--- src/design/mcr_pkg.sv ---
// package for the midpoint circle rasterizer
// widths, input op codes and the step job handed from front to back
// no dependencies
package mcr_pkg;

   localparam int COORD_WIDTH_DEFAULT = 12;
   localparam int CENTRE_WIDTH = 10;
   localparam int RADIUS_WIDTH = 9;
   localparam int OFF_WIDTH = 10;
   localparam int DEC_WIDTH = 14;
   localparam int SUM_WIDTH = 12;
   localparam int QUEUE_DEPTH = 2;
   localparam int PIXELS_PER_STEP = 8;
   localparam int PIX_IDX_WIDTH = $clog2(PIXELS_PER_STEP);

   localparam logic OP_START = 1'b0;
   localparam logic OP_STEP = 1'b1;

   localparam logic [DEC_WIDTH-1:0] DEC_INIT = DEC_WIDTH'(3);
   localparam logic [DEC_WIDTH-1:0] DEC_ADD_DIAG = DEC_WIDTH'(10);
   localparam logic [DEC_WIDTH-1:0] DEC_ADD_STRAIGHT = DEC_WIDTH'(6);

   typedef struct packed {
      logic [CENTRE_WIDTH-1:0] cx;
      logic [CENTRE_WIDTH-1:0] cy;
      logic [OFF_WIDTH-1:0] x;
      logic [OFF_WIDTH-1:0] y;
      logic done;
   } step_job_type;

endpackage

--- src/design/mcr_if.sv ---
// channel interfaces for the midpoint circle rasterizer
// depends on mcr_pkg
interface mcr_req_if;
   import mcr_pkg::*;

   logic valid;
   logic ready;
   logic op;
   logic [CENTRE_WIDTH-1:0] centre_x;
   logic [CENTRE_WIDTH-1:0] centre_y;
   logic [RADIUS_WIDTH-1:0] radius;

   modport source (output valid, op, centre_x, centre_y, radius, input ready);
   modport sink (input valid, op, centre_x, centre_y, radius, output ready);
endinterface

interface mcr_rsp_if #(
   parameter int COORD_WIDTH = mcr_pkg::COORD_WIDTH_DEFAULT
);
   logic valid;
   logic ready;
   logic signed [COORD_WIDTH-1:0] pixel_x;
   logic signed [COORD_WIDTH-1:0] pixel_y;
   logic last_of_step;
   logic circle_done;

   modport source (output valid, pixel_x, pixel_y, last_of_step, circle_done,
                   input ready);
   modport sink (input valid, pixel_x, pixel_y, last_of_step, circle_done,
                 output ready);
endinterface

--- src/design/midpoint_circle_rasterizer_unit.sv ---
// midpoint circle rasterizer, top level: front, job queue, back
// a step beat reaches the output through the queue, the back's job register and its output register
// the back's output register gives one pixel beat a cycle while the receiver is ready
// start beats give no pixels; the two-entry queue lets steps enter back to back until it is full
// reset is synchronous, active high, and clears the circle state, queue and output valid
// depends on mcr_pkg, mcr_if, mcr_front, mcr_queue, mcr_back
module midpoint_circle_rasterizer_unit #(
   parameter int COORD_WIDTH = mcr_pkg::COORD_WIDTH_DEFAULT
) (
   input  logic clock,
   input  logic reset,
   mcr_req_if.sink req_chan,
   mcr_rsp_if.source rsp_chan
);
   import mcr_pkg::*;

   logic push_valid, push_ready;
   logic pop_valid, pop_ready;
   step_job_type push_data, pop_data;

   mcr_front u_front (
      .clock     (clock),
      .reset     (reset),
      .req_chan  (req_chan),
      .job_valid (push_valid),
      .job_ready (push_ready),
      .job_data  (push_data)
   );

   mcr_queue u_queue (
      .clock      (clock),
      .reset      (reset),
      .push_valid (push_valid),
      .push_ready (push_ready),
      .push_data  (push_data),
      .pop_valid  (pop_valid),
      .pop_ready  (pop_ready),
      .pop_data   (pop_data)
   );

   mcr_back #(
      .COORD_WIDTH (COORD_WIDTH)
   ) u_back (
      .clock     (clock),
      .reset     (reset),
      .job_valid (pop_valid),
      .job_ready (pop_ready),
      .job_data  (pop_data),
      .rsp_chan  (rsp_chan)
   );

endmodule

--- src/design/mcr_queue.sv ---
// short job queue between the front and the back
// depends on mcr_pkg
module mcr_queue (
   input  logic clock,
   input  logic reset,
   input  logic push_valid,
   output logic push_ready,
   input  mcr_pkg::step_job_type push_data,
   output logic pop_valid,
   input  logic pop_ready,
   output mcr_pkg::step_job_type pop_data
);
   import mcr_pkg::*;

   localparam int PTR_WIDTH = (QUEUE_DEPTH > 1) ? $clog2(QUEUE_DEPTH) : 1;
   localparam int CNT_WIDTH = $clog2(QUEUE_DEPTH + 1);

   step_job_type mem_ff [QUEUE_DEPTH];
   logic [PTR_WIDTH-1:0] wr_ptr_ff, wr_ptr_in;
   logic [PTR_WIDTH-1:0] rd_ptr_ff, rd_ptr_in;
   logic [CNT_WIDTH-1:0] count_ff, count_in;
   logic do_push, do_pop;

   assign push_ready = (count_ff != CNT_WIDTH'(QUEUE_DEPTH));
   assign pop_valid = (count_ff != '0);
   assign pop_data = mem_ff[rd_ptr_ff];
   assign do_push = push_valid && push_ready;
   assign do_pop = pop_valid && pop_ready;

   always_comb begin
      wr_ptr_in = wr_ptr_ff;
      rd_ptr_in = rd_ptr_ff;
      count_in = count_ff;
      if (do_push) begin
         wr_ptr_in = (wr_ptr_ff == PTR_WIDTH'(QUEUE_DEPTH - 1)) ? '0 : wr_ptr_ff + 1'b1;
      end
      if (do_pop) begin
         rd_ptr_in = (rd_ptr_ff == PTR_WIDTH'(QUEUE_DEPTH - 1)) ? '0 : rd_ptr_ff + 1'b1;
      end
      if (do_push && !do_pop) begin
         count_in = count_ff + 1'b1;
      end else if (do_pop && !do_push) begin
         count_in = count_ff - 1'b1;
      end
   end

   always_ff @(posedge clock) begin
      if (reset) begin
         wr_ptr_ff <= '0;
         rd_ptr_ff <= '0;
         count_ff <= '0;
      end else begin
         wr_ptr_ff <= wr_ptr_in;
         rd_ptr_ff <= rd_ptr_in;
         count_ff <= count_in;
      end
   end

   always_ff @(posedge clock) begin
      if (do_push) begin
         mem_ff[wr_ptr_ff] <= push_data;
      end
   end

endmodule

--- src/design/mcr_front.sv ---
// front end: accepts request beats, holds the circle state and
// turns each live step into a job for the queue; depends on mcr_pkg, mcr_if
module mcr_front (
   input  logic clock,
   input  logic reset,
   mcr_req_if.sink req_chan,
   output logic job_valid,
   input  logic job_ready,
   output mcr_pkg::step_job_type job_data
);
   import mcr_pkg::*;

   logic [OFF_WIDTH-1:0] offset_x_ff, offset_x_in;
   logic [OFF_WIDTH-1:0] offset_y_ff, offset_y_in;
   logic [DEC_WIDTH-1:0] decision_ff, decision_in;
   logic [CENTRE_WIDTH-1:0] centre_x_ff, centre_x_in;
   logic [CENTRE_WIDTH-1:0] centre_y_ff, centre_y_in;
   logic active_ff, active_in;

   logic accept;
   logic dec_pos;
   logic [DEC_WIDTH-1:0] x4, y4, dec_next;
   logic [SUM_WIDTH-1:0] x_next, y_next;
   logic done;

   assign req_chan.ready = job_ready;
   assign accept = req_chan.valid && req_chan.ready;

   assign dec_pos = !decision_ff[DEC_WIDTH-1] && (decision_ff != '0);
   assign x4 = {DEC_WIDTH'(offset_x_ff)} << 2;
   assign y4 = {DEC_WIDTH'(offset_y_ff)} << 2;
   assign dec_next = dec_pos ? (decision_ff + x4 - y4 + DEC_ADD_DIAG)
                             : (decision_ff + x4 + DEC_ADD_STRAIGHT);
   assign x_next = SUM_WIDTH'(offset_x_ff) + SUM_WIDTH'(1);
   assign y_next = SUM_WIDTH'(offset_y_ff) - SUM_WIDTH'(dec_pos);
   assign done = $signed(x_next) > $signed(y_next);

   assign job_valid = accept && (req_chan.op == OP_STEP) && active_ff;
   assign job_data.cx = centre_x_ff;
   assign job_data.cy = centre_y_ff;
   assign job_data.x = offset_x_ff;
   assign job_data.y = offset_y_ff;
   assign job_data.done = done;

   always_comb begin
      offset_x_in = offset_x_ff;
      offset_y_in = offset_y_ff;
      decision_in = decision_ff;
      centre_x_in = centre_x_ff;
      centre_y_in = centre_y_ff;
      active_in = active_ff;
      if (accept) begin
         if (req_chan.op == OP_START) begin
            centre_x_in = req_chan.centre_x;
            centre_y_in = req_chan.centre_y;
            offset_x_in = '0;
            offset_y_in = OFF_WIDTH'(req_chan.radius);
            decision_in = DEC_INIT - (DEC_WIDTH'(req_chan.radius) << 1);
            active_in = 1'b1;
         end else if (active_ff) begin
            offset_x_in = x_next[OFF_WIDTH-1:0];
            offset_y_in = y_next[OFF_WIDTH-1:0];
            decision_in = dec_next;
            if (done) begin
               active_in = 1'b0;
            end
         end
      end
   end

   always_ff @(posedge clock) begin
      if (reset) begin
         offset_x_ff <= '0;
         offset_y_ff <= '0;
         decision_ff <= '0;
         centre_x_ff <= '0;
         centre_y_ff <= '0;
         active_ff <= 1'b0;
      end else begin
         offset_x_ff <= offset_x_in;
         offset_y_ff <= offset_y_in;
         decision_ff <= decision_in;
         centre_x_ff <= centre_x_in;
         centre_y_ff <= centre_y_in;
         active_ff <= active_in;
      end
   end

endmodule

--- src/design/mcr_back.sv ---
// back end: takes one job from the queue and sends its eight
// symmetric pixels through an output register; depends on mcr_pkg, mcr_if
module mcr_back #(
   parameter int COORD_WIDTH = mcr_pkg::COORD_WIDTH_DEFAULT
) (
   input  logic clock,
   input  logic reset,
   input  logic job_valid,
   output logic job_ready,
   input  mcr_pkg::step_job_type job_data,
   mcr_rsp_if.source rsp_chan
);
   import mcr_pkg::*;

   localparam int WORK_WIDTH = (COORD_WIDTH > SUM_WIDTH) ? COORD_WIDTH : SUM_WIDTH;
   localparam logic [PIX_IDX_WIDTH-1:0] LAST_IDX = PIX_IDX_WIDTH'(PIXELS_PER_STEP - 1);

   step_job_type job_ff, job_in;
   logic busy_ff, busy_in;
   logic [PIX_IDX_WIDTH-1:0] idx_ff, idx_in;
   logic out_valid_ff, out_valid_in;
   logic [COORD_WIDTH-1:0] pixel_x_ff, pixel_x_in;
   logic [COORD_WIDTH-1:0] pixel_y_ff, pixel_y_in;
   logic last_ff, last_in;
   logic done_ff, done_in;

   logic load, take;
   logic swap;
   logic [WORK_WIDTH-1:0] off_a, off_b, sum_x, sum_y;

   assign load = busy_ff && (!out_valid_ff || rsp_chan.ready);
   assign job_ready = !busy_ff || (load && (idx_ff == LAST_IDX));
   assign take = job_valid && job_ready;

   // octant pairs in the upper half swap the roles of x and y
   assign swap = idx_ff[2];
   assign off_a = swap ? WORK_WIDTH'(job_ff.y) : WORK_WIDTH'(job_ff.x);
   assign off_b = swap ? WORK_WIDTH'(job_ff.x) : WORK_WIDTH'(job_ff.y);
   assign sum_x = idx_ff[0] ? WORK_WIDTH'(job_ff.cx) - off_a : WORK_WIDTH'(job_ff.cx) + off_a;
   assign sum_y = idx_ff[1] ? WORK_WIDTH'(job_ff.cy) - off_b : WORK_WIDTH'(job_ff.cy) + off_b;

   always_comb begin
      job_in = job_ff;
      busy_in = busy_ff;
      idx_in = idx_ff;
      out_valid_in = out_valid_ff && !rsp_chan.ready;
      pixel_x_in = pixel_x_ff;
      pixel_y_in = pixel_y_ff;
      last_in = last_ff;
      done_in = done_ff;
      if (load) begin
         out_valid_in = 1'b1;
         pixel_x_in = sum_x[COORD_WIDTH-1:0];
         pixel_y_in = sum_y[COORD_WIDTH-1:0];
         last_in = (idx_ff == LAST_IDX);
         done_in = job_ff.done;
         idx_in = idx_ff + 1'b1;
         if (idx_ff == LAST_IDX) begin
            busy_in = 1'b0;
         end
      end
      if (take) begin
         job_in = job_data;
         busy_in = 1'b1;
         idx_in = '0;
      end
   end

   always_ff @(posedge clock) begin
      if (reset) begin
         busy_ff <= 1'b0;
         idx_ff <= '0;
         out_valid_ff <= 1'b0;
      end else begin
         busy_ff <= busy_in;
         idx_ff <= idx_in;
         out_valid_ff <= out_valid_in;
      end
   end

   always_ff @(posedge clock) begin
      job_ff <= job_in;
      pixel_x_ff <= pixel_x_in;
      pixel_y_ff <= pixel_y_in;
      last_ff <= last_in;
      done_ff <= done_in;
   end

   assign rsp_chan.valid = out_valid_ff;
   assign rsp_chan.pixel_x = pixel_x_ff;
   assign rsp_chan.pixel_y = pixel_y_ff;
   assign rsp_chan.last_of_step = last_ff;
   assign rsp_chan.circle_done = done_ff;

endmodule
--- src/flat_wrapper.sv ---
// flat-port wrapper written by rule: the top's interface ports become plain ports
module midpoint_circle_rasterizer_unit_flat import mcr_pkg::*;
#(
   parameter int COORD_WIDTH = mcr_pkg::COORD_WIDTH_DEFAULT
)
  (clock, reset, req_chan_valid, req_chan_op, req_chan_centre_x, req_chan_centre_y, req_chan_radius, req_chan_ready, rsp_chan_valid, rsp_chan_pixel_x, rsp_chan_pixel_y, rsp_chan_last_of_step, rsp_chan_circle_done, rsp_chan_ready);
  mcr_req_if req_chan_i ();
  mcr_rsp_if #(.COORD_WIDTH(COORD_WIDTH)) rsp_chan_i ();
  input  logic clock;
  input  logic reset;
  input wire logic [$bits(req_chan_i.valid)-1:0] req_chan_valid;
  input wire logic [$bits(req_chan_i.op)-1:0] req_chan_op;
  input wire logic [$bits(req_chan_i.centre_x)-1:0] req_chan_centre_x;
  input wire logic [$bits(req_chan_i.centre_y)-1:0] req_chan_centre_y;
  input wire logic [$bits(req_chan_i.radius)-1:0] req_chan_radius;
  output wire logic [$bits(req_chan_i.ready)-1:0] req_chan_ready;
  output wire logic [$bits(rsp_chan_i.valid)-1:0] rsp_chan_valid;
  output wire logic [$bits(rsp_chan_i.pixel_x)-1:0] rsp_chan_pixel_x;
  output wire logic [$bits(rsp_chan_i.pixel_y)-1:0] rsp_chan_pixel_y;
  output wire logic [$bits(rsp_chan_i.last_of_step)-1:0] rsp_chan_last_of_step;
  output wire logic [$bits(rsp_chan_i.circle_done)-1:0] rsp_chan_circle_done;
  input wire logic [$bits(rsp_chan_i.ready)-1:0] rsp_chan_ready;
  assign req_chan_i.valid = req_chan_valid;
  assign req_chan_i.op = req_chan_op;
  assign req_chan_i.centre_x = req_chan_centre_x;
  assign req_chan_i.centre_y = req_chan_centre_y;
  assign req_chan_i.radius = req_chan_radius;
  assign req_chan_ready = req_chan_i.ready;
  assign rsp_chan_valid = rsp_chan_i.valid;
  assign rsp_chan_pixel_x = rsp_chan_i.pixel_x;
  assign rsp_chan_pixel_y = rsp_chan_i.pixel_y;
  assign rsp_chan_last_of_step = rsp_chan_i.last_of_step;
  assign rsp_chan_circle_done = rsp_chan_i.circle_done;
  assign rsp_chan_i.ready = rsp_chan_ready;
  midpoint_circle_rasterizer_unit #(.COORD_WIDTH(COORD_WIDTH)) u_core (.clock(clock), .reset(reset), .req_chan(req_chan_i), .rsp_chan(rsp_chan_i));
endmodule
--- config.mk ---
export PLATFORM = sky130hd
export DESIGN_NAME = midpoint_circle_rasterizer_unit_flat
export DESIGN_NICKNAME = d
export VERILOG_FILES = /design/src/design/mcr_pkg.sv /design/src/design/mcr_if.sv /design/src/design/midpoint_circle_rasterizer_unit.sv /design/src/design/mcr_queue.sv /design/src/design/mcr_front.sv /design/src/design/mcr_back.sv /design/src/flat_wrapper.sv
export SDC_FILE = /design/constraint.sdc
export NUM_CORES = 1
export LEC_CHECK = 0
export BUFFER_PORTS_ARGS = -buffer_cell sky130_fd_sc_hd__buf_2
export CAP_MARGIN = 30
export CORE_ASPECT_RATIO = 1.25
export CORE_MARGIN = 3
export CORE_UTILIZATION = 65
export CTS_CLUSTER_DIAMETER = 50
export DETAILED_ROUTE_END_ITERATION = 8
export PLACE_DENSITY = 0.82
export SYNTH_ARGS = -nofsm -noshare
export SYNTH_HDL_FRONTEND = slang
export SYNTH_SLANG_ARGS = --single-unit
--- constraint.sdc ---
create_clock -name clock -period 13.36 [get_ports clock]
set_clock_uncertainty 0.1 [all_clocks]
set_input_delay 2.672 -clock clock [delete_from_list [all_inputs] [get_ports clock]]
set_output_delay 2.672 -clock clock [all_outputs]
set_load 0.05 [all_outputs]
### Word level (Yosys, flattened, before mapping)

Memory sizes are Yosys's and may differ from the RTL's. A register that Yosys moved wholly into a read port is not among the register bits.
Cells that the tools add are included.

| operators by class | value |
|---|---|
| add/sub/neg operators | 16 |
| multipliers | 0 |
| div/mod/pow operators | 0 |
| order comparisons | 1 |
| equal/unequal tests | 3 |
| shifts and indexed selects | 0 |
| mux-type cells | 24 |
| bitwise gates (word level) | 1 |
| reduce and logical (&&, ||, !) cells | 28 |

Operators by type and width:

| cell | number |
|---|---|
| 10-bit two-way mux | 6 |
| 14-bit two-way mux | 3 |
| 12-bit two-way mux | 2 |
| 10-bit by 10-bit adder with 11-bit output | 2 |
| 10-bit by 10-bit subtractor with 11-bit output | 2 |
| 14-bit by 12-bit adder with 14-bit output | 1 |
| 14-bit by 3-bit adder with 14-bit output (second input constant) | 1 |
| 14-bit by 4-bit adder with 14-bit output (second input constant) | 1 |
| 14-bit nonzero test | 1 |
| 14-bit by 12-bit subtractor with 14-bit output | 1 |
| 12-bit by 11-bit > comparator with 1-bit output | 1 |
| 10-bit by 1-bit adder with 11-bit output (second input constant) | 1 |
| 1-bit logical AND | 11 |
| 1-bit two-way mux | 11 |
| 10-bit by 1-bit subtractor with 11-bit output | 1 |
| 2-bit by 10-bit subtractor with 11-bit output (first input constant) | 1 |
| 2-bit nonzero test | 4 |
| 1-bit zero test | 6 |
| 2-bit AND reduction | 3 |
| 2-bit two-way mux | 2 |
| 3-bit by 1-bit adder with 3-bit output (second input constant) | 1 |
| 3-bit == test (second input constant) | 1 |
| 1-bit adder (second input constant) | 2 |
| 2-bit by 1-bit adder with 2-bit output (second input constant) | 1 |
| 6 further kinds | 7 |

| storage, ports and cells | value |
|---|---|
| register bits after elaboration | 90 |
| latch bits | 0 |
| bits in writable memories | 82 |
| memory bits (read-only) | 0 |
| bits of input ports | 34 |
| output and inout bits | 28 |
| logic and storage cells | 90 |
| memories | 1 |

Memories:

| name | depth | bits a word | rd ports | clocked after Yosys merged registers in | wr ports | RTL line | text |
|---|---|---|---|---|---|---|---|
| u_core.u_queue.mem_ff | 2 | 41 | 1 | 1 | 1 | mcr_queue.sv:18 | `step_job_type mem_ff [QUEUE_DEPTH];` |

### Longest topological paths before layout

Gate-level depths: netlist of the first run.

| depth | value |
|---|---|
| depth in word-level cells | 9 |
| gate-level depth with buffers | 21 |
| gate-level depth less buffers | 19 |

### By module

Synthesis of the first run repeated with hierarchy kept, for this count alone.

| second synthesis, totals | value |
|---|---|
| cell total of the unflattened synthesis | 1078 |
| area, all modules | 11782.6 sq um |

By module, submodules not included:

| module | times used | cells each | area an instance (sq um) | sequential area each (sq um) |
|---|---|---|---|---|
| mcr_front | 1 | 581 | 4474.3 | 1101.1 |
| mcr_back | 1 | 345 | 4136.5 | 2112.0 |
| mcr_queue | 1 | 152 | 3171.8 | 2562.5 |

### Worst setup path after synthesis of the first run

No wires, ideal clock.

| timing path | value |
|---|---|
| path kind | input to register |
| start | input port rsp_chan_ready |
| end | register u_core.u_queue.count_ff[1] |
| library setup time | 0.070 ns |
| arrival | 6.148 ns |
| required time | 13.190 ns |
| slack | 7.042 ns |
| cell stages on the path | 7 |
| path buffers | 0 |
| cell sequence | nand2b_1 -> nand2_1 -> a21oi_1 -> inv_1 -> ha_1 -> or3_1 -> a21oi_1 |

| on the way | value |
|---|---|
| word-level cells in the longest chain between the ends | 8 |
| elaborated cells between the ends (all ways) | 10 |
| those cells by class | 1 x mux; 9 x reduce/logical |

Ends and longest elaborated chain:

| what | RTL line | text |
|---|---|---|
| start, declared | flat_wrapper.sv:22 | `input wire logic [$bits(rsp_chan_i.ready)-1:0] rsp_chan_ready;` |
| 1-bit logical OR * | mcr_back.sv:31 | `assign load = busy_ff && (!out_valid_ff \|\| rsp_chan.ready);` |
| 1-bit logical AND * | mcr_back.sv:31 |  |
| 1-bit logical AND * | mcr_back.sv:32 | `assign job_ready = !busy_ff \|\| (load && (idx_ff == LAST_IDX));` |
| 1-bit logical OR * | mcr_back.sv:32 |  |
| 1-bit logical AND * | mcr_queue.sv:28 | `assign do_pop = pop_valid && pop_ready;` |
| 1-bit zero test | mcr_queue.sv:40 | `if (do_push && !do_pop) begin` |
| 1-bit logical AND | mcr_queue.sv:40 |  |
| 2-bit two-way mux / 2-bit nonzero test (equally long branches) | n/a |  |
| end signal, assigned | mcr_queue.sv:55 | `count_ff <= count_in;` |
| end, declared | mcr_queue.sv:21 | `logic [CNT_WIDTH-1:0] count_ff, count_in;` |

Every way passes the cells marked *; elsewhere a longest branch is shown, timed or not.
A chain may end at the register's enable or synchronous reset.

### Worst setup path after layout of the first run

| timing path | value |
|---|---|
| start | register u_core.u_front.offset_x_ff[0] |
| end | register u_core.u_front.decision_ff[13] |

| on the way | value |
|---|---|
| word-level cells in the longest chain between the ends | 6 |
| elaborated cells between the ends (all ways) | 7 |
| those cells by class | 4 x add/sub; 3 x mux |

Ends and longest elaborated chain:

| what | RTL line | text |
|---|---|---|
| start, declared | mcr_front.sv:13 | `logic [OFF_WIDTH-1:0] offset_x_ff, offset_x_in;` |
| start signal, assigned | mcr_front.sv:80 | `offset_x_ff <= offset_x_in;` |
| 14-bit by 12-bit adder with 14-bit output * | mcr_front.sv:32, mcr_front.sv:33 |  |
| 14-bit by 12-bit subtractor with 14-bit output | mcr_front.sv:32 | `assign dec_next = dec_pos ? (decision_ff + x4 - y4 + DEC_ADD_DIAG)` |
| 14-bit by 4-bit adder with 14-bit output | mcr_front.sv:32 |  |
| 14-bit two-way mux * | mcr_front.sv:32 |  |
| 14-bit two-way mux * | mcr_front.sv:60 | `end else if (active_ff) begin` |
| 14-bit two-way mux * | mcr_front.sv:53 | `if (req_chan.op == OP_START) begin` |
| end signal, assigned | mcr_front.sv:82 | `decision_ff <= decision_in;` |
| end, declared | mcr_front.sv:15 | `logic [DEC_WIDTH-1:0] decision_ff, decision_in;` |

Every way passes the cells marked *; elsewhere a longest branch is shown, timed or not. The select of a mux whose other input is x is not followed.

==> results of run 1 <==
-- cell type report --
class	count	area (um2)
fillers	1135	4350
well taps	220	275
flip-flops and latches	213	5760
multi-input cells	717	5310
inverters	77	289
repair buffers	71	420
clock buffers	26	523
clock inverters	10	119
-- stage by stage --
step | total power, mW | cells | setup WS, ns | instance area, um2
after floorplan | 1.95 | 1044 | 7.04 | 11500
after global placement | 2.17 | 1295 | 8.17 | 12000
after detailed placement | 2.22 | 1296 | 8.08 | 12000
after CTS | 2.79 | 1332 | 8.40 | 12600
after global routing | 2.97 | 1334 | 7.91 | 12700
final | 2.79 | 1334 | 8.36 | 12700
-- final timing paths --
check | end | slack [ns] | cells past startpoint
min | u_core.u_back.rsp_chan.circle_done$_DFFE_PP_ | 0.35 | 0
max reg2reg | u_core.u_front.decision_ff[13]$_SDFFE_PP0P_ | 8.36 | 19
min reg2reg | u_core.u_back.rsp_chan.circle_done$_DFFE_PP_ | 0.35 | 0
max | u_core.u_front.decision_ff[13]$_SDFFE_PP0P_ | 8.36 | 19
-- layout by cell type (no fill, tap or decap), types with 20 or more instances in the layout --
cell and n:
sky130_fd_sc_hd__dfxtp_1 63, sky130_fd_sc_hd__ha_1 89, sky130_fd_sc_hd__inv_1 72, sky130_fd_sc_hd__mux2_2 43, sky130_fd_sc_hd__nor2_1 69, sky130_fd_sc_hd__nor3_1 22, sky130_fd_sc_hd__xnor2_1 46, sky130_fd_sc_hd__edfxtp_1 149
sky130_fd_sc_hd__mux2i_1 35, sky130_fd_sc_hd__buf_2 61, sky130_fd_sc_hd__nand2_1 77, sky130_fd_sc_hd__a21oi_1 87, sky130_fd_sc_hd__clkbuf_16 20
-- worst max-delay path, cell delays in order (launching register included) --
cell and delay (ns):
sky130_fd_sc_hd__dfxtp_1 0.49, sky130_fd_sc_hd__ha_1 0.25, sky130_fd_sc_hd__inv_1 0.06, sky130_fd_sc_hd__fa_1 0.40
sky130_fd_sc_hd__nor2b_1 0.17, sky130_fd_sc_hd__o31a_1 0.31, sky130_fd_sc_hd__o22a_2 0.25, sky130_fd_sc_hd__xnor2_2 0.16
sky130_fd_sc_hd__inv_1 0.08, sky130_fd_sc_hd__ha_1 0.27, sky130_fd_sc_hd__ha_1 0.37, sky130_fd_sc_hd__a21o_1 0.18
sky130_fd_sc_hd__a21o_1 0.17, sky130_fd_sc_hd__a21oi_1 0.14, sky130_fd_sc_hd__o31ai_1 0.09, sky130_fd_sc_hd__xor2_1 0.16
sky130_fd_sc_hd__and3_1 0.19, sky130_fd_sc_hd__or4_4 0.48, sky130_fd_sc_hd__mux2i_1 0.13, sky130_fd_sc_hd__a2111oi_0 0.40
-- logic make-up after synthesis --
family,synth area share
DFF,0.502
buffers and inverters,0.0373
AOI/OAI and AO/OA,0.131
and+or+nand+nor,0.101
xor gates and xnor gates,0.0503
muxes,0.0728
adders and majority gates,0.106
-- metal layers --
layer | vias to the layer above | global-route usage | wire, um
met5 | - | 0 | 0
li1 | 3888 | - | -
met2 | 215 | 0.464 | 12600
met1 | 3802 | 0.298 | 9910
met3 | 59 | 0.0273 | 1030
met4 | 0 | 0.108 | 905
-- power by group through the flow --
stage               Combinational (mW)  Sequential, mW  Clock [mW]
floorplan                        0.862            1.09           0
global placement                  1.17            1.00           0
detailed placement                1.21            1.01           0
CTS                               1.22           0.999       0.566
global route                      1.37            1.01       0.590
finish                            1.24           0.993       0.558
-- registers in the layout (all words and copies together) (netlist names), 2 cells and up --
| signal | cells |
|---|---|
| u_core.u_front.decision_ff | 14 |
| u_core.u_back.rsp_chan.pixel_x | 12 |
| u_core.u_front.offset_x_ff | 10 |
| u_core.u_front.centre_x_ff | 10 |
| u_core.u_back.rsp_chan.pixel_y | 12 |
| u_core.u_queue.mem_ff | 82 |
| u_core.u_front.centre_y_ff | 10 |
| u_core.u_back.idx_ff | 3 |
| u_core.u_back.job_ff | 41 |
| u_core.u_front.offset_y_ff | 10 |
| u_core.u_queue.count_ff | 2 |
==> insert_results.sql, run 1 <==
INSERT INTO impl_metrics (metric_group, metric, value, unit) VALUES
('worst_hold_path', 'worst_hold_startpoint', 'u_core.u_back.job_ff[0]$_DFFE_PP_', ''),
('setup_path', 'worst_setup_path_end_kind', 'flip-flop', ''),
('sta', 'rsz_0062_raised_after_global_routing', 'no', ''),
('clock_network', 'post_cts_resized', '0', ''),
('power', 'share_clk_of_total_power', '0.200', ''),
('drt', 'via_per_inst', '5.97', ''),
('drt', 'drt_drc_violations_left', '0', ''),
('yosys', 'synth.cells.most_frequent', 'sky130_fd_sc_hd__edfxtp_1, sky130_fd_sc_hd__a21oi_1, sky130_fd_sc_hd__ha_1', ''),
('setup_path', 'cp-startpoint', 'u_core.u_front.offset_x_ff[0]$_SDFFE_PP0P_', ''),
('grt', 'grt_start_max_net_pins', '67', ''),
('grt', 'global_route.overflow_total', '0', ''),
('yosys', 'synth_top_area_frac', '0.390', ''),
('finish', 'utilization', '0.745', ''),
('power', 'intPower', '1.71', 'mW'),
('power', 'total_switching_power', '1.08', 'mW'),
('setup_path', 'worst-setup-path-type', 'flip-flop to flip-flop', ''),
('setup_path', 'worst_ep_required_time', '13.62', 'ns'),
('floorplanning', 'floorplan.die.height', '155', 'um'),
('sta', 'highest_clock_rate', '0.200', 'GHz'),
('yosys', 'netlist_instances', '1044', ''),
('drt', 'wirelength', '24.5', 'mm'),
('finish', 'area_delta_synth_final', '10.7', '%'),
('yosys', 'async_reset_ff_frac', '0', ''),
('sta', 'finalSetupViolCount', '0', ''),
('floorplanning', 'ios', '62', ''),
('drt', 'number_of_detailed_route_iterations_in_the_first_pass', '5', ''),
('clock_network', 'tritoncts.num_buffers', '20', ''),
('power', 'p_comb_frac', '0.444', ''),
('setup_path', 'critPathMaxFanout', '8', ''),
('grt', 'grt_antenna_before_repair', '0', ''),
('floorplanning', 'die_x', '125', 'um'),
('placed_design', 'gp_routability_congestion', '0.893', ''),
('yosys', 'netlist_top_cells_area', 'sky130_fd_sc_hd__edfxtp_1, sky130_fd_sc_hd__dfxtp_1, sky130_fd_sc_hd__ha_1', ''),
('clock_network', 'clk_transition_reported_paths', '0.07', 'ns'),
('yosys', 'synth_top_flop_cell', 'sky130_fd_sc_hd__edfxtp_1', ''),
('floorplanning', 'floorplan.initialDensity', '0.673', ''),
('setup_path', 'start_kind', 'flip-flop', ''),
('clock_network', 'tritoncts_clock_tree', 'done', ''),
('clock_network', 'cts-root-buf', 'sky130_fd_sc_hd__clkbuf_16', ''),
('clock_network', 'clock_tree.buffer_depth', '3', ''),
('power', 'switching_share', '0.386', ''),
('grt', 'first_pass_grt_wire_length', '39.7', 'mm'),
('clock_network', 'post-cts-setup-buffers', '0', ''),
('sta', 'holdWs', '0.346', 'ns'),
('sta', 'drv_slew', '0', ''),
('sta', 'post_route_minimum_period', '5.00', 'ns'),
('drt', 'via_count', '7964', ''),
('status', 'outcome', 'finished, final reports clean', ''),
('grt', 'grt_pass1_vias', '8086', ''),
('yosys', 'yosys.area.top_type', 'sky130_fd_sc_hd__edfxtp_1', ''),
('floorplanning', 'die_area', '0.0193', 'mm2'),
('sta', 'slew_headroom', '0.398', ''),
('drt', 'ant_nets', '0', ''),
('yosys', 'post_synth_num_cell_types', '63', ''),
('power', 'p_leak', '5.02', 'nW'),
('sta', 'fin_tns_setup', '0', 'ns'),
('yosys', 'synth_nets', '1172', ''),
('worst_hold_path', 'hp-class', 'flip-flop to flip-flop', ''),
('drt', 'wl_per_cell', '18.3', 'um'),
('finish', 'antennaDiodeCount', '0', ''),
('yosys', 'synth_warnings', '0', ''),
('yosys', 'count_of_state_elements_after_synthesis', '213', ''),
('power', 'worst_ir_drop_vdd', '0.126', 'mV'),
('finish', 'final_nets', '1228', ''),
('floorplanning', 'core.rowCount', '53', ''),
('yosys', 'synth_seq_area_share', '0.502', ''),
('sta', 'min_period_over_period', '0.374', ''),
('drt', 'drt-initial-drc-count', '466', ''),
('grt', 'grt_use_total', '0.251', ''),
('flow_run', 'maxCapViolCount', '0', ''),
('sta', 'hold_viol_final', '0', '');
Power figures use the tool's default switching activity.
==> run 2, diff against run 1 <==
--- a/config.mk
+++ b/config.mk
@@ -9,10 +9,10 @@
 export CAP_MARGIN = 30
 export CORE_ASPECT_RATIO = 1.25
 export CORE_MARGIN = 3
-export CORE_UTILIZATION = 65
+export CORE_UTILIZATION = 56
 export CTS_CLUSTER_DIAMETER = 50
 export DETAILED_ROUTE_END_ITERATION = 8
-export PLACE_DENSITY = 0.82
+export PLACE_DENSITY = 0.75
 export SYNTH_ARGS = -nofsm -noshare
 export SYNTH_HDL_FRONTEND = slang
 export SYNTH_SLANG_ARGS = --single-unit
==> constraint.sdc (replaced) <==
create_clock -name clock -period 4.6 [get_ports clock]
set_clock_uncertainty 0.1 [all_clocks]
set_input_delay 0.92 -clock clock [delete_from_list [all_inputs] [get_ports clock]]
set_output_delay 0.92 -clock clock [all_outputs]
set_load 0.05 [all_outputs]
==> run 2 against run 1 <==
Combinational power grew to 3.0 times the previous value. Utilization is 8.5 points lower. Final cell count rose by 4.7%. Sequential cell count unchanged. Register-to-register slack lost 8.2 ns. Non-clock buffer count up 17. Sequential share of layout area down 1.1 points. Global-route usage decreased by 3.6 points. Largest cell class unchanged. Largest power group unchanged.
==> insert_results.sql, run 2 (synthesis results as in run 1) <==
INSERT INTO impl_metrics (metric_group, metric, value, unit) VALUES
('status', 'outcome', 'finished, final reports clean', ''),
('drt', 'via_per_inst', '5.65', ''),
('grt', 'grt_use_total', '0.215', ''),
('setup_path', 'critical_path.slowest_cell', 'sky130_fd_sc_hd__or4_4', ''),
('floorplanning', 'floorplan.die.height', '166', 'um'),
('power', 'worst_ir_drop_vdd', '0.302', 'mV'),
('clock_network', 'clk_transition_reported_paths', '0.07', 'ns'),
('power', 'p_leak', '5.15', 'nW'),
('setup_path', 'worst_setup_path_end_kind', 'flip-flop', ''),
('floorplanning', 'ios', '62', ''),
('power', 'post-layout-total-power', '8.29', 'mW'),
('sta', 'hold_viol_final', '0', ''),
('grt', 'grt_pass1_vias', '8041', ''),
('setup_path', 'crit_buf_inv', '2', ''),
('setup_path', 'worst-setup-path-type', 'flip-flop to flip-flop', ''),
('drt', 'number_of_detailed_route_iterations_in_the_first_pass', '4', ''),
('drt', 'via_count', '7891', ''),
('sta', 'min_period_over_period', '0.956', ''),
('drt', 'wl_per_cell', '17.3', 'um'),
('grt', 'grt_start_max_net_pins', '46', ''),
('drt', 'drt-initial-drc-count', '330', ''),
('finish', 'layout.cells.most_common', 'sky130_fd_sc_hd__edfxtp_1', ''),
('setup_path', 'critPathMaxFanout', '5', ''),
('finish', 'largest_register_ff_count', '82', ''),
('clock_network', 'tritoncts.num_buffers', '21', ''),
('drt', 'drt_drc_violations_left', '0', ''),
('sta', 'highest_clock_rate', '0.227', 'GHz'),
('floorplanning', 'floorplan.initialDensity', '0.581', ''),
('finish', 'layout.cells.most_common_list', 'sky130_fd_sc_hd__edfxtp_1, sky130_fd_sc_hd__ha_1, sky130_fd_sc_hd__a21oi_1', ''),
('placed_design', 'gp_routability_congestion', '0.855', ''),
('sta', 'slew_headroom', '0.362', ''),
('clock_network', 'hold_buffers', '0', ''),
('placed_design', 'dpl.cell_count', '1355', ''),
('floorplanning', 'design.core.area', '0.0198', 'mm2'),
('drt', 'ant_nets', '0', ''),
('finish', 'drive_gt1_frac', '0.173', ''),
('sta', 'finalSetupViolCount', '0', ''),
('clock_network', 'tritoncts_clock_tree', 'done', ''),
('finish', 'top_register', 'u_core.u_queue.mem_ff', ''),
('grt', 'first_pass_grt_wire_length', '39.4', 'mm'),
('flow_run', 'maxCapViolCount', '0', ''),
('sta', 'post_route_minimum_period', '4.40', 'ns'),
('floorplanning', 'die_x', '134', 'um'),
('floorplanning', 'die_area', '0.0222', 'mm2'),
('placed_design', 'hpwlAfterDp', '17.2', 'mm'),
('clock_network', 'worstSkewPairLatency', '0.49', 'ns'),
('placed_design', 'place.port_buffers', '61', ''),
('setup_path', 'timing.critical_path.cells', 'ha_2, inv_1, fa_2, nor2b_2, o31a_1, o22a_2, xnor2_4, inv_1, ha_1, ha_4, a21o_1, a21o_1, a21oi_2, o31ai_2, xor2_1, and3_1, or4_4, mux2i_1, a2111oi_2', ''),
('grt', 'grt_antenna_before_repair', '0', ''),
('finish', 'stdcell_count', '1397', ''),
('setup_path', 'rrSetupSlack', '0.20', 'ns'),
('clock_network', 'cts-root-buf', 'sky130_fd_sc_hd__clkbuf_16', ''),
('finish', 'antennaDiodeCount', '0', ''),
('clock_network', 'clock_tree.buffer_depth', '3', ''),
('sta', 'worst_slew_pin_slew', '0.957', 'ns'),
('floorplanning', 'core.rowCount', '57', ''),
('finish', 'area_delta_synth_final', '13.6', '%'),
('sta', 'drv_slew', '0', ''),
('setup_path', 'timing.critical_path.max_delay_family', 'compound AO/OA/AOI/OAI gates', ''),
('grt', 'global_route.overflow_total', '0', ''),
('setup_path', 'arrival', '4.69', 'ns'),
('drt', 'wirelength', '24.2', 'mm'),
('setup_path', 'worst_ep_required_time', '4.89', 'ns'),
('finish', 'layout_top_registers', 'u_core.u_queue.mem_ff x82, u_core.u_back.job_ff x41, u_core.u_front.decision_ff x14', ''),
('finish', 'final_nets', '1246', ''),
('worst_hold_path', 'hp-class', 'flip-flop to flip-flop', ''),
('setup_path', 'start_kind', 'flip-flop', ''),
('power', 'power.density', '636', 'mW/mm2'),
('setup_path', 'worst_path_largest_cell_delay', '0.47', 'ns'),
('clock_network', 'cts_max_level', '1', ''),
('clock_network', 'clock_sinks', '213', '');
## run 2: cell types whose count changed in the layout (fill, tap and decap cells not counted), sizes merged
cell | previous run | this run
inv | 76 | 78
buf | 71 | 88
clkinv | 6 | 4
clkbuf | 26 | 30
clkinvlp | 3 | 0
## run 2: layout make-up
type                    count  area [um2]
fillers                  1486        6720
inverters                  77         289
flip-flops and latches    213        5760
repair buffers             88         573
well taps                 265         332
clock inverters             7        97.6
clock buffers              30         601
multi-input cells         717        5380
## run 2: routing by layer
metal | track usage | vias to the layer above | routed length [um]
met1 | 0.254 | 3756 | 9880
met3 | 0.0255 | 59 | 805
li1 | - | 3919 | -
met2 | 0.396 | 157 | 12600
met5 | 0 | - | 0
met4 | 0.0868 | 0 | 884
## run 2: final timing paths
kind,from,end,cells after the start
max,u_core.u_front.decision_ff[2]$_SDFFE_PP0P_,u_core.u_front.decision_ff[13]$_SDFFE_PP0P_,19
min,u_core.u_back.job_ff[0]$_DFFE_PP_,u_core.u_back.rsp_chan.circle_done$_DFFE_PP_,0
max reg2reg,u_core.u_front.decision_ff[2]$_SDFFE_PP0P_,u_core.u_front.decision_ff[13]$_SDFFE_PP0P_,19
min reg2reg,u_core.u_back.job_ff[0]$_DFFE_PP_,u_core.u_back.rsp_chan.circle_done$_DFFE_PP_,0
## run 2: metrics by stage
step | setup TNS, ns | utilization | hold WS [ns] | setup slack, ns | cell area, um2
floorplan | 0 | - | 0.300 | 0.0336 | 11500
global placement | 0 | 0.616 | 0.302 | 0.133 | 12200
detailed placement | 0 | 0.619 | 0.314 | 0.0941 | 12200
CTS | 0 | 0.654 | 0.332 | 0.0702 | 12900
global route | -0.00485 | 0.660 | 0.340 | -0.00485 | 13000
finish | 0 | 0.660 | 0.332 | 0.200 | 13000
## run 2: where the power goes
group	switching (mW)	total, mW	internal [mW]
Clock	0.705	1.73	1.03
Sequential	0.240	2.86	2.62
Combinational	2.19	3.69	1.51
## run 2: what timing repair did
| action | CTS | global route |
|---|---|---|
| setup buffers | 0 | 4 |
| resized for setup | 0 | 16 |
| setup endpoints to repair | 0 | 1 |
==> run 3, diff against run 2 <==
--- a/config.mk
+++ b/config.mk
@@ -5,14 +5,14 @@
 export SDC_FILE = /design/constraint.sdc
 export NUM_CORES = 1
 export LEC_CHECK = 0
-export BUFFER_PORTS_ARGS = -buffer_cell sky130_fd_sc_hd__buf_2
 export CAP_MARGIN = 30
 export CORE_ASPECT_RATIO = 1.25
 export CORE_MARGIN = 3
-export CORE_UTILIZATION = 56
+export CORE_UTILIZATION = 58
 export CTS_CLUSTER_DIAMETER = 50
 export DETAILED_ROUTE_END_ITERATION = 8
-export PLACE_DENSITY = 0.75
+export DONT_BUFFER_PORTS = 1
+export PLACE_DENSITY = 0.74
 export SYNTH_ARGS = -nofsm -noshare
 export SYNTH_HDL_FRONTEND = slang
 export SYNTH_SLANG_ARGS = --single-unit
==> run 3 against run 2 <==
First-iteration DRC count is 40% higher. Worst hold slack worse by 0.0076 ns. Routed wire length is 1.8% lower. Total power is 0.68% lower. Die area is 3.3% lower. Sequential cell count stayed put. Via count is 3.1% lower. Non-clock buffer count is 61 lower. Sequential power is 13% higher. Sequential share of layout area is 1.1 points higher. Setup slack better by 0.030 ns. Critical endpoint unchanged. Largest cell class unchanged. Largest power group is now sequential cells.
==> insert_results.sql, run 3 (synthesis results as in run 1) <==
INSERT INTO impl_metrics (metric_group, metric, value, unit) VALUES
('status', 'outcome', 'finished, final reports clean', ''),
('floorplanning', 'floorplan.die.height', '163', 'um'),
('sta', 'hold_viol_final', '0', ''),
('setup_path', 'worst-setup-path-type', 'flip-flop to flip-flop', ''),
('drt', 'drt_drc_violations_left', '0', ''),
('grt', 'grt_antenna_before_repair', '0', ''),
('drt', 'drt-initial-drc-count', '462', ''),
('clock_network', 'tritoncts_clock_tree', 'done', ''),
('finish', 'final_design_area_no_fill', '0.0127', 'mm2'),
('clock_network', 'clk_transition_reported_paths', '0.07', 'ns'),
('power', 'post-layout-total-power', '8.23', 'mW'),
('grt', 'global_route.overflow_total', '0', ''),
('drt', 'wl_per_cell', '17.8', 'um'),
('floorplanning', 'design.core.area', '0.0191', 'mm2'),
('setup_path', 'worst_ep_required_time', '4.88', 'ns'),
('clock_network', 'hold_buffers', '0', ''),
('flow_run', 'maxCapViolCount', '0', ''),
('sta', 'worst_slew_pin_slew', '1.03', 'ns'),
('floorplanning', 'core.rowCount', '56', ''),
('sta', 'min_period_over_period', '0.950', ''),
('setup_path', 'critPathMaxFanout', '4', ''),
('finish', 'antennaDiodeCount', '0', ''),
('clock_network', 'clock_sinks', '213', ''),
('placed_design', 'dpl.cell_count', '1292', ''),
('setup_path', 'crit_buf_inv', '2', ''),
('floorplanning', 'die_x', '132', 'um'),
('clock_network', 'tritoncts.num_buffers', '22', ''),
('clock_network', 'cts_max_level', '1', ''),
('grt', 'grt_start_max_net_pins', '67', ''),
('clock_network', 'clock_tree.buffer_depth', '3', ''),
('placed_design', 'gp_routability_congestion', '0.854', ''),
('drt', 'ant_nets', '0', ''),
('finish', 'largest_register_ff_count', '82', ''),
('sta', 'highest_clock_rate', '0.229', 'GHz'),
('drt', 'via_per_inst', '5.73', ''),
('placed_design', 'placement_stage_cell_area', '0.0119', 'mm2'),
('placed_design', 'place.port_buffers', '0', ''),
('sta', 'rsz_0062_raised_after_global_routing', 'no', ''),
('finish', 'area_delta_synth_final', '10.9', '%'),
('finish', 'layout.area.seq', '0.00576', 'mm2'),
('floorplanning', 'ios', '62', ''),
('finish', 'drive_gt1_frac', '0.128', ''),
('sta', 'post_route_minimum_period', '4.37', 'ns'),
('finish', 'top_register', 'u_core.u_queue.mem_ff', ''),
('finish', 'layout_top_registers', 'u_core.u_queue.mem_ff x82, u_core.u_back.job_ff x41, u_core.u_front.decision_ff x14', ''),
('setup_path', 'critical_path.slowest_cell', 'sky130_fd_sc_hd__or4_4', ''),
('drt', 'number_of_detailed_route_iterations_in_the_first_pass', '5', ''),
('clock_network', 'worstSkewPairLatency', '0.50', 'ns'),
('setup_path', 'start_kind', 'flip-flop', ''),
('setup_path', 'worst_path_largest_cell_delay', '0.47', 'ns'),
('floorplanning', 'floorplan.initialDensity', '0.602', ''),
('finish', 'fillerInstances', '1455', ''),
('clock_network', 'cts-root-buf', 'sky130_fd_sc_hd__clkbuf_16', ''),
('grt', 'grt_pass1_vias', '7783', ''),
('drt', 'wirelength', '23.7', 'mm'),
('finish', 'stdcell_count', '1335', ''),
('grt', 'first_pass_grt_wire_length', '38.8', 'mm'),
('grt', 'grt_use_total', '0.222', ''),
('power', 'p_leak', '4.93', 'nW'),
('finish', 'utilization', '0.668', ''),
('finish', 'layout.cells.most_common_list', 'sky130_fd_sc_hd__edfxtp_1, sky130_fd_sc_hd__ha_1, sky130_fd_sc_hd__a21oi_1', ''),
('finish', 'multi_input_gate_area', '0.00535', 'mm2'),
('sta', 'finalSetupViolCount', '0', ''),
('setup_path', 'worst_setup_path_end_kind', 'flip-flop', ''),
('power', 'power.density', '647', 'mW/mm2'),
('sta', 'slew_headroom', '0.316', ''),
('setup_path', 'arrival', '4.65', 'ns'),
('power', 'worst_ir_drop_vdd', '0.307', 'mV'),
('worst_hold_path', 'hp-class', 'flip-flop to flip-flop', ''),
('finish', 'final_nets', '1186', ''),
('drt', 'via_count', '7649', ''),
('setup_path', 'timing.critical_path.max_delay_family', 'compound AO/OA/AOI/OAI gates', ''),
('setup_path', 'timing.critical_path.cells', 'ha_2, inv_1, fa_2, nor2b_4, o31a_1, o22a_2, xnor2_2, inv_1, ha_1, ha_1, a21o_1, a21o_1, a21oi_1, o31ai_1, xor2_1, and3_1, or4_4, mux2i_1, a2111oi_2', ''),
('floorplanning', 'die_area', '0.0215', 'mm2'),
('sta', 'drv_slew', '0', ''),
('finish', 'layout.cells.most_common', 'sky130_fd_sc_hd__edfxtp_1', ''),
('placed_design', 'hpwlAfterDp', '16.9', 'mm');
## run 3: final timing paths
| check | startpoint | endpoint | slack (ns) | depth (start not counted) |
|---|---|---|---|---|
| max | u_core.u_front.offset_x_ff[0]$_SDFFE_PP0P_ | u_core.u_front.decision_ff[13]$_SDFFE_PP0P_ | 0.23 | 19 |
| min | u_core.u_back.job_ff[0]$_DFFE_PP_ | u_core.u_back.rsp_chan.circle_done$_DFFE_PP_ | 0.32 | 0 |
| max reg2reg | u_core.u_front.offset_x_ff[0]$_SDFFE_PP0P_ | u_core.u_front.decision_ff[13]$_SDFFE_PP0P_ | 0.23 | 19 |
| min reg2reg | u_core.u_back.job_ff[0]$_DFFE_PP_ | u_core.u_back.rsp_chan.circle_done$_DFFE_PP_ | 0.32 | 0 |
## run 3: final cells by class
cell class | instances | share of cell area
Clock buffer | 27 | 0.0489
Clock inverter | 13 | 0.0109
Inverter | 77 | 0.0227
Multi-Input combinational cell | 717 | 0.421
Sequential cell | 213 | 0.453
Tap cell | 261 | 0.0257
Timing Repair Buffer | 27 | 0.0185
## run 3: where the power goes
part	switching [mW]	internal (mW)	total (mW)
registers	0.587	2.63	3.22
clock network	0.742	1.09	1.83
logic	1.78	1.41	3.18
## run 3: timing repair
action                     CTS  global route
pin swaps                    2             6
setup endpoints to repair    1             1
gates resized for setup      3             9
setup buffers                1             2
## run 3: layer usage
layer,wire (um),global-route usage,up-vias,share of wire
met3,809,0.0271,25,0.034
met5,0,0,-,0
met1,9960,0.265,3676,0.42
met4,468,0.0649,0,0.020
met2,12500,0.421,147,0.53
li1,-,-,3801,-
## run 3: through the flow
stage	TNS, ns	worst slack (ns)	hold WS [ns]
floorplan	0	0.0336	0.300
global placement	0	0.131	0.307
finish	0	0.231	0.324
detailed placement	-0.0924	-0.0924	0.309
CTS	0	0.0132	0.325
global route	0	0.0377	0.343
